<file path="src/rtl/bmhq_pkg.sv">
package bmhq_pkg;

	localparam int unsigned CAPACITY_DEF = 1024;
	localparam int unsigned DATA_W       = 32;
	localparam int unsigned COUNT_W      = 11;
	localparam logic [DATA_W-1:0] EMPTY_VALUE = '1;

	typedef logic signed [DATA_W-1:0] value_t;

	typedef enum logic [3:0] {
		S_PUSH,
		S_UP,
		S_UPCMP,
		S_WCUR,
		S_DONE,
		S_DROP,
		S_POP,
		S_PEMPTY,
		S_PLAST,
		S_DN,
		S_DNL,
		S_DNR
	} step_t;

	typedef enum logic [2:0] {
		C_ALWAYS,
		C_FULL,
		C_EMPTY,
		C_AT_ROOT,
		C_NOT_GREATER,
		C_NO_LEFT,
		C_NO_DESCEND
	} cond_t;

	typedef enum logic [2:0] {
		RD_NONE,
		RD_PARENT,
		RD_LAST,
		RD_LEFT,
		RD_RIGHT
	} rd_sel_t;

	typedef enum logic [1:0] {
		WR_NONE,
		WR_CUR,
		WR_RDATA,
		WR_CHILD
	} wr_sel_t;

	typedef enum logic [2:0] {
		POS_HOLD,
		POS_SIZE,
		POS_ZERO,
		POS_PARENT,
		POS_CHILD
	} pos_op_t;

	typedef enum logic [1:0] {
		SZ_HOLD,
		SZ_INC,
		SZ_DEC
	} size_op_t;

	typedef enum logic [2:0] {
		RES_HOLD,
		RES_PUSH_OK,
		RES_DROP,
		RES_EMPTY,
		RES_POP
	} res_op_t;

	typedef struct packed {
		cond_t    cond;
		step_t    jt;
		step_t    jf;
		logic     guard;
		logic     done;
		rd_sel_t  rd;
		wr_sel_t  wr;
		pos_op_t  pos;
		size_op_t size;
		logic     cur_ld;
		logic     best_ld;
		res_op_t  res;
	} ucode_t;

	typedef struct packed {
		logic     start;
		rd_sel_t  rd;
		wr_sel_t  wr;
		pos_op_t  pos;
		size_op_t size;
		logic     cur_ld;
		logic     best_ld;
		res_op_t  res;
		logic     result_ld;
	} ctl_t;

	typedef struct packed {
		logic full;
		logic empty;
		logic at_root;
		logic not_greater;
		logic no_left;
		logic no_descend;
		logic out_block;
	} stat_t;

	function automatic ucode_t ucode_rom(step_t s);
		ucode_t w;
		w = '0;
		w.cond = C_ALWAYS;
		w.jt = S_DONE;
		w.jf = S_DONE;
		w.rd = RD_NONE;
		w.wr = WR_NONE;
		w.pos = POS_HOLD;
		w.size = SZ_HOLD;
		w.res = RES_HOLD;
		case (s)
			S_PUSH: begin
				w.cond = C_FULL;
				w.jt = S_DROP;
				w.jf = S_UP;
				w.guard = 1'b1;
				w.pos = POS_SIZE;
				w.size = SZ_INC;
				w.res = RES_PUSH_OK;
			end
			S_UP: begin
				w.cond = C_AT_ROOT;
				w.jt = S_WCUR;
				w.jf = S_UPCMP;
				w.guard = 1'b1;
				w.rd = RD_PARENT;
			end
			S_UPCMP: begin
				w.cond = C_NOT_GREATER;
				w.jt = S_WCUR;
				w.jf = S_UP;
				w.guard = 1'b1;
				w.wr = WR_RDATA;
				w.pos = POS_PARENT;
			end
			S_WCUR: begin
				w.wr = WR_CUR;
			end
			S_DONE: begin
				w.jt = S_DONE;
				w.done = 1'b1;
			end
			S_DROP: begin
				w.res = RES_DROP;
			end
			S_POP: begin
				w.cond = C_EMPTY;
				w.jt = S_PEMPTY;
				w.jf = S_PLAST;
				w.guard = 1'b1;
				w.rd = RD_LAST;
				w.size = SZ_DEC;
				w.res = RES_POP;
			end
			S_PEMPTY: begin
				w.res = RES_EMPTY;
			end
			S_PLAST: begin
				w.cond = C_EMPTY;
				w.jt = S_DONE;
				w.jf = S_DN;
				w.guard = 1'b1;
				w.cur_ld = 1'b1;
				w.pos = POS_ZERO;
			end
			S_DN: begin
				w.cond = C_NO_LEFT;
				w.jt = S_WCUR;
				w.jf = S_DNL;
				w.guard = 1'b1;
				w.rd = RD_LEFT;
			end
			S_DNL: begin
				w.jt = S_DNR;
				w.jf = S_DNR;
				w.rd = RD_RIGHT;
				w.best_ld = 1'b1;
			end
			S_DNR: begin
				w.cond = C_NO_DESCEND;
				w.jt = S_WCUR;
				w.jf = S_DN;
				w.guard = 1'b1;
				w.wr = WR_CHILD;
				w.pos = POS_CHILD;
			end
			default: begin
				w.jt = S_DONE;
			end
		endcase
		return w;
	endfunction

endpackage

</file>
<file path="src/rtl/bmhq_seq.sv">
module bmhq_seq (
	input  logic             clk,
	input  logic             arst_n,
	input  logic             in_valid,
	input  logic             func,
	output logic             in_ready,
	input  bmhq_pkg::stat_t  stat,
	output bmhq_pkg::ctl_t   ctl
);

	import bmhq_pkg::*;

	logic   busy_q, busy_d;
	step_t  step_q, step_d;
	ucode_t uw;
	logic   cond_true;
	logic   stall;
	logic   take;

	assign uw       = ucode_rom(step_q);
	assign take     = in_valid && !busy_q;
	assign stall    = uw.done && stat.out_block;
	assign in_ready = !busy_q;

	always_comb begin
		case (uw.cond)
			C_ALWAYS:      cond_true = 1'b1;
			C_FULL:        cond_true = stat.full;
			C_EMPTY:       cond_true = stat.empty;
			C_AT_ROOT:     cond_true = stat.at_root;
			C_NOT_GREATER: cond_true = stat.not_greater;
			C_NO_LEFT:     cond_true = stat.no_left;
			C_NO_DESCEND:  cond_true = stat.no_descend;
			default:       cond_true = 1'b1;
		endcase
	end

	always_comb begin
		busy_d = busy_q;
		step_d = step_q;
		if (!busy_q) begin
			if (take) begin
				busy_d = 1'b1;
				step_d = func ? S_POP : S_PUSH;
			end
		end else if (!stall) begin
			if (uw.done) begin
				busy_d = 1'b0;
			end else begin
				step_d = cond_true ? uw.jt : uw.jf;
			end
		end
	end

	always_comb begin
		ctl = '0;
		ctl.rd = RD_NONE;
		ctl.wr = WR_NONE;
		ctl.pos = POS_HOLD;
		ctl.size = SZ_HOLD;
		ctl.res = RES_HOLD;
		ctl.start = take;
		if (busy_q && !stall && !(uw.guard && cond_true)) begin
			ctl.rd = uw.rd;
			ctl.wr = uw.wr;
			ctl.pos = uw.pos;
			ctl.size = uw.size;
			ctl.cur_ld = uw.cur_ld;
			ctl.best_ld = uw.best_ld;
			ctl.res = uw.res;
		end
		ctl.result_ld = busy_q && uw.done && !stall;
	end

	always_ff @(posedge clk or negedge arst_n) begin
		if (!arst_n) begin
			busy_q <= 1'b0;
			step_q <= S_DONE;
		end else begin
			busy_q <= busy_d;
			step_q <= step_d;
		end
	end

endmodule

</file>
<file path="config.mk">
export PLATFORM = sky130hd
export DESIGN_NAME = bmhq_seq
export DESIGN_NICKNAME = d
export VERILOG_FILES = /design/src/rtl/bmhq_pkg.sv /design/src/rtl/bmhq_seq.sv
export SDC_FILE = /design/constraint.sdc
export NUM_CORES = 1
export LEC_CHECK = 0
export ABC_CLOCK_PERIOD_IN_PS = 3610
export BUFFER_PORTS_ARGS = -buffer_cell sky130_fd_sc_hd__buf_4
export CORE_MARGIN = 2
export CORE_UTILIZATION = 50
export DETAILED_ROUTE_END_ITERATION = 12
export GPL_ROUTABILITY_DRIVEN = 0
export GPL_TIMING_DRIVEN = 0
export PLACE_DENSITY = 0.93
export SLEW_MARGIN = 10
export SYNTH_ARGS = -nofsm -noshare
export SYNTH_HDL_FRONTEND = slang
export SYNTH_SLANG_ARGS = --single-unit
</file>
<file path="constraint.sdc">
create_clock -name clk -period 3.61 [get_ports clk]
set_input_delay 0.1805 -clock clk [delete_from_list [all_inputs] [get_ports clk]]
set_output_delay 0.1805 -clock clk [all_outputs]
set_load 0.02 [all_outputs]
</file>
==> results of run 1 <==
## critical path, delay by kind of cell, from the launching register on
kind	cells	cell delay [ns]
flip-flops	1	0.51
buffers and inverters	4	0.73
AND/OR/NAND/NOR	1	0.21
AO/OA/AOI/OAI	3	0.49
## flip-flops by register name, indices dropped and copies added (netlist names)
name / flops
busy_q: 1
step_q: 4
## stage by stage
step           instance area (µm²)  worst slack (ns)  utilization
2_1_floorplan                  697              1.49            -
3_3_place_gp                   926              1.53        0.712
3_5_place_dp                   926              1.50        0.712
4_1_cts                        963              1.21        0.740
5_1_grt                        963              1.08        0.740
6_report                       963              1.22        0.740
## worst max-delay path by stage
stage	end	slack, ns	cells past startpoint	start
after global placement	ctl[1]	1.53	8	step_q[2]
after floorplan	ctl[6]	1.49	6	step_q[2]
after CTS	ctl[10]	1.21	8	step_q[2]
after detailed placement	ctl[10]	1.50	8	step_q[2]
final	ctl[10]	1.22	8	step_q[2]
after global routing	ctl[1]	1.08	8	step_q[2]
## repair_timing
action                                 CTS  global route
hold buffers                             1             0
endpoints found under the hold margin    5             0
setup endpoints to repair                0             0
## report_power, final
| group | switching [µW] | internal, µW | total [µW] | leakage, µW |
|---|---|---|---|---|
| sequential | 18.5 | 83.1 | 102 | 0.0000601 |
| combinational | 410 | 260 | 670 | 0.000340 |
| clock | 30.4 | 40.5 | 70.9 | 0.0000177 |
| total | 459 | 383 | 843 | 0.000417 |
## metal layers
layer / GRT usage / vias up / part of all wire
met5: 0 / - / 0
met4: 0.121 / 0 / 0.020
met3: 0.0691 / 7 / 0.082
met2: 0.473 / 49 / 0.49
met1: 0.352 / 384 / 0.41
li1: - / 396 / -
## final cells by class
cell class | count | area [µm²] | share of cell area
inverters | 4 | 15.0 | 0.0156
flip-flops and latches | 5 | 126 | 0.131
multi-input cells | 75 | 497 | 0.516
repair buffers | 29 | 220 | 0.229
clock buffers | 3 | 22.5 | 0.0234
plain buffers | 8 | 58.8 | 0.0610
clock inverters | 1 | 5.00 | 0.00519
well taps | 15 | 18.8 | 0.0195
## cell families after synthesis
| family | share of synthesized area |
|---|---|
| and+or+nand+nor | 0.418 |
| buffers and inverters | 0.106 |
| DFF | 0.181 |
| xor gates and xnor gates | 0.0126 |
| muxes | 0.0305 |
| AOI/OAI and AO/OA | 0.251 |
## synthesized netlist by cell type (2+ instances only)
cell / count
nor4_1: 3
nor3_1: 6
nand2b_1: 4
buf_2: 2
buf_6: 3
o31ai_1: 2
nor3_2: 3
nand2_1: 13
nor2_1: 12
clkbuf_1: 2
a21oi_1: 4
o21ai_0: 2
nor4_2: 3
nand3b_1: 3
o21ai_1: 2
dfrtp_1: 4
inv_1: 2
==> flow_summary.yaml, run 1 <==
run_status:
  outcome: "finished clean"
yosys:
  ys_seq_area_frac: 0.181
  synth_top_area_cell: "dfrtp_1"
  ys_async_sr_fraction: 1.00
  yosysUniqueCellTypes: 39
  yosysWarnings: 0
  synthFlopType: "dfrtp_1"
  synthesis.area_um2: 697
  synthCells: 92
  avgSynthCellArea_um2: 7.58
  synth_top_area_frac: 0.144
  synth-edff-count: 0
  synth.area.top_cells: "dfrtp_1 (14%), nand2_1 (7.0%), nor2_1 (6.5%)"
  syn_nets: 103
  yosys_register_bits: 5
route:
  wl_um: 2010
  route.detailed.drc: 0
  dr.pass1.iters: 4
  drtIter0Drc: 34
  detail-route-antenna-nets: 0
  viasPerCell: 5.97
  wl_per_cell_um: 14.3
  vias: 836
clock_tree:
  cts_resized: 0
  clk_path_buf_depth: 2
  htreeDepth: 1
  clock-root-buffer: "clkbuf_4"
  path_clk_slew_ns: 0.05
  cts_buffers: 3
  cts_tree: "yes"
  clock_latency_ns: 0.26
  cts_sinks: 5
  cts_setup_buffers: 0
die:
  core_area_um2: 1300
  io-pin-count: 29
  dieWidth_um: 41.3
  start_util: 0.536
  die-area_um2: 1710
  rows: 13
  die_h_um: 41.3
global_routing:
  grt-ovfl-total: 0
  grt_max_degree: 11
  antenna_found_initial: 0
  grt_pass1_vias: 701
  track_usage: 0.286
  grt_pass1_wl_um: 3150
layout:
  final_cell_count_no_fill: 140
  mostFrequentLayoutCell: "buf_4"
  antenna_cells: 0
  final_nets: 137
  area_delta_synth_final_pct: 38.2
  n_fill_cell: 108
  layout-drive-gt1-share: 0.424
  final_cell_mix: "buf_4 (29), nand2_1 (13), nor2_1 (12), nor3_1 (6)"
critical_path:
  r2r_end: "step_q[1]"
  worst_setup_path_end_kind: "primary output"
  worstSetupPathType: "register to primary output"
  startpoint_type: "register"
  max_stage_delay_ns: 0.51
  timing.rr.start: "step_q[2]"
  reg2reg_slack_ns: 1.84
  crit_slowest_cell: "dfstp_2"
  worstPathRequired_ns: 3.43
  critPathMaxFanout: 10
  path_cells: "buf_2, inv_1, o211ai_2, o311ai_4, o21a_2, buf_6, nor4_2, buf_4"
  reg2reg_depth: 6
  arrival_ns: 2.21
placement:
  port_buffers: 28
  dpl.hpwl_um: 1450
  dpl.cell_count: 135
power:
  p_total_uw: 843
  p_leak_uw: 0.000417
  peakVddDrop_uv: 454
  power_density_nw_per_um2: 875
hold_path:
  hold_depth: 3
  hold_class: "primary input to register"
  hp-start: "in_valid"
  hold_end: "step_q[2]"
sta:
  fmax_mhz: 419
  tightest_slew_ns: 0.491
  tns_ns: 0
  holdWs_ns: 0.190
  period_needed_ns: 2.39
  hold_viol: 0
  rsz0062_at_grt: "no"
  min_period_over_period: 0.661
  maxSlewHeadroom: 0.673
  clock_skew_ns: 0.000832
  maxSlewViolCount: 0
  setup_viol: 0
flow_run:
  drv_cap: 0
(Power assumes the default switching activity.)
==> inputs of run 2 (changes only) <==
Settings changed: ABC_AREA set to 1, ABC_CLOCK_PERIOD_IN_PS 3610 to 2100, CORE_UTILIZATION 50 to 40, PLACE_DENSITY 0.93 to 0.83.
Clock period 3.61 ns to 2.1 ns, I/O delays scaled along.
==> run 2 against run 1 <==
  * Global-route usage fell by 8.2 points
  * Die area up 11%
  * Sequential share of layout area fell by 0.051 points
  * Worst hold slack got worse by 0.068 ns
  * Highest routed layer unchanged
  * Combinational power is 110% higher
  * Core utilization fell by 9.1 points
  * Routed wire length shrank 8.1%
==> flow_summary.yaml, run 2 <==
sta:
  maxSlewHeadroom: 0.788
  setup_viol: 0
  maxSlewViolCount: 0
  hold_viol: 0
  fin_ws_ns: 0.0968
  period_needed_ns: 2.00
  fmax_mhz: 499
  holdWs_ns: 0.121
  min_period_over_period: 0.954
  tightest_slew_ns: 0.317
  clock_skew_ns: 0.00124
  tns_ns: 0
placement:
  port_buffers: 28
  dpl.hpwl_um: 1420
  dpl_worst_slack_ns: 0.266
layout:
  final_nets: 158
  final_cell_mix: "buf_4 (31), nand2_1 (29), nor2_1 (16), inv_1 (11), nand3_1 (11)"
  reg.largest.list: "step_q: 4 flops, busy_q: 1 flops"
  mostFrequentLayoutCell: "buf_4"
  antenna_cells: 0
  layout-drive-gt1-share: 0.397
  n_fill_cell: 132
  area_delta_synth_final_pct: 54.6
  largest_register_ffs: 4
  largest-register: "step_q"
critical_path:
  arrival_ns: 1.90
  reg2reg_depth: 11
  r2r_end: "step_q[1]"
  worstSetupPathType: "register to primary output"
  critPathMaxFanout: 7
  reg2reg_slack_ns: 0.37
  timing.rr.start: "step_q[2]"
  startpoint_type: "register"
  worstPathRequired_ns: 2.00
  worst_setup_path_end_kind: "primary output"
route:
  wl_met1_um: 727
  wl_per_cell_um: 11.4
  dr.pass1.iters: 4
  detail-route-antenna-nets: 0
  top_layer_used: "met4"
  drtIter0Drc: 24
  route.detailed.drc: 0
  wl_um: 1840
  vias: 841
  viasPerCell: 5.19
  route.met3.wl_um: 96
  wl_met2_um: 1010
global_routing:
  grt_max_degree: 11
  grt_pass1_vias: 749
  track_usage: 0.204
  grt_pass1_wl_um: 3010
  antenna_found_initial: 0
  grt-ovfl-total: 0
power:
  switching_share: 0.534
  netSwitchingPower_uw: 939
  p_leak_uw: 0.000544
  p_clk_frac: 0.060
  p_total_uw: 1760
  power.internal_uw: 821
  combinationalPowerShare: 0.817
  power_density_nw_per_um2: 1820
  peakVddDrop_uv: 873
  pwr-share-seq: 0.123
yosys:
  synthesis.area_um2: 626
  ys_async_sr_fraction: 1.00
  avgSynthCellArea_um2: 5.69
  synth_top_area_frac: 0.186
  yosysMostFrequentCell: "nand2_1"
  yosysWarnings: 0
  ys_seq_area_frac: 0.202
  synthFlopType: "dfrtp_1"
  synth.top_cells.by_count: "nand2_1 (31), nor2_1 (23), inv_1 (11), nand3_1 (11), a21oi_1 (7)"
  synth-edff-count: 0
  syn_nets: 121
  synthCells: 110
  synth_top_area_cell: "nand2_1"
  yosys_register_bits: 5
  yosysUniqueCellTypes: 22
  synth.area.top_cells: "nand2_1 (19%), dfrtp_1 (16%), nor2_1 (14%)"
die:
  io-pin-count: 29
  core_area_um2: 1490
  rows: 14
  die_h_um: 43.5
  die-area_um2: 1900
  dieWidth_um: 43.5
  start_util: 0.420
clock_tree:
  cts_buffers: 3
  cts_sinks: 5
  path_clk_slew_ns: 0.04
  htreeDepth: 1
  clock-root-buffer: "clkbuf_4"
  clock_latency_ns: 0.23
  clk_path_buf_depth: 2
  cts_tree: "yes"
hold_path:
  hold_end: "busy_q"
  hold_class: "primary input to register"
  hold_depth: 3
  hp-start: "stat[0]"
flow_run:
  drv_cap: 0
run_status:
  outcome: "finished clean"
==> run 2: worst max-delay path by stage <==
| stage | start | end | slack [ns] |
|---|---|---|---|
| floorplan | step_q[2] | ctl[10] | 0.33 |
| global route | step_q[2] | ctl[1] | -0.01 |
| detailed placement | step_q[2] | ctl[6] | 0.27 |
| global placement | step_q[2] | ctl[1] | 0.30 |
| finish | step_q[2] | ctl[1] | 0.1 |
| CTS | step_q[2] | ctl[6] | 0.006 |
==> run 2: power groups by stage <==
| stage | Sequential (µW) | Clock, µW | Combinational [µW] |
|---|---|---|---|
| 2_1_floorplan | 184 | 0 | 919 |
| 3_3_place_gp | 191 | 0 | 1220 |
| 3_5_place_dp | 193 | 0 | 1240 |
| 4_1_cts | 192 | 112 | 1250 |
| 5_1_grt | 226 | 116 | 1600 |
| 6_report | 217 | 105 | 1440 |
==> run 2: layout make-up <==
type | count | area, µm² | share of cell area
Sequential cell | 5 | 126 | 0.131
Inverter | 13 | 48.8 | 0.0505
Tap cell | 16 | 20.0 | 0.0207
Clock buffer | 4 | 26.3 | 0.0272
Multi-Input combinational cell | 87 | 447 | 0.462
Timing Repair Buffer | 33 | 262 | 0.270
Buffer | 4 | 37.5 | 0.0388
==> run 2: kinds of logic after synthesis <==
group / after synthesis / share of synthesized area
buffers and inverters: 18 / 0.150
DFF: 5 / 0.202
and+or+nand+nor: 74 / 0.518
AOI/OAI and AO/OA: 13 / 0.130
==> run 2: worst max-delay path, stage by stage (launching register included) <==
cell and delay [ns]:
dfstp_2 0.61, inv_2 0.08, nor2_1 0.15, nand2_2 0.12, nand2_1 0.13, a21boi_2 0.08
nand4_4 0.14, buf_6 0.15, nor2_2 0.04, buf_4 0.15
==> run 2: metal layers <==
layer,global-route usage,up-vias
li1,-,426
met1,0.261,382
met2,0.350,31
met3,0,2
met4,0.109,0
met5,0,-
==> run 2: timing repair <==
| item | 4_1_cts | 5_1_grt |
|---|---|---|
| endpoints found under the hold margin | 5 | 0 |
| setup endpoints to repair | 0 | 15 |
| resized for setup | 0 | 16 |
| buffers inserted | 0 | 3 |
| hold buffers | 1 | 0 |
==> run 2: metrics by stage <==
step           cell area, µm²   util  instances
2_1_floorplan             626      -        110
3_3_place_gp              856  0.575        154
3_5_place_dp              856  0.575        154
4_1_cts                   892  0.599        159
5_1_grt                   967  0.650        162
6_report                  967  0.650        162
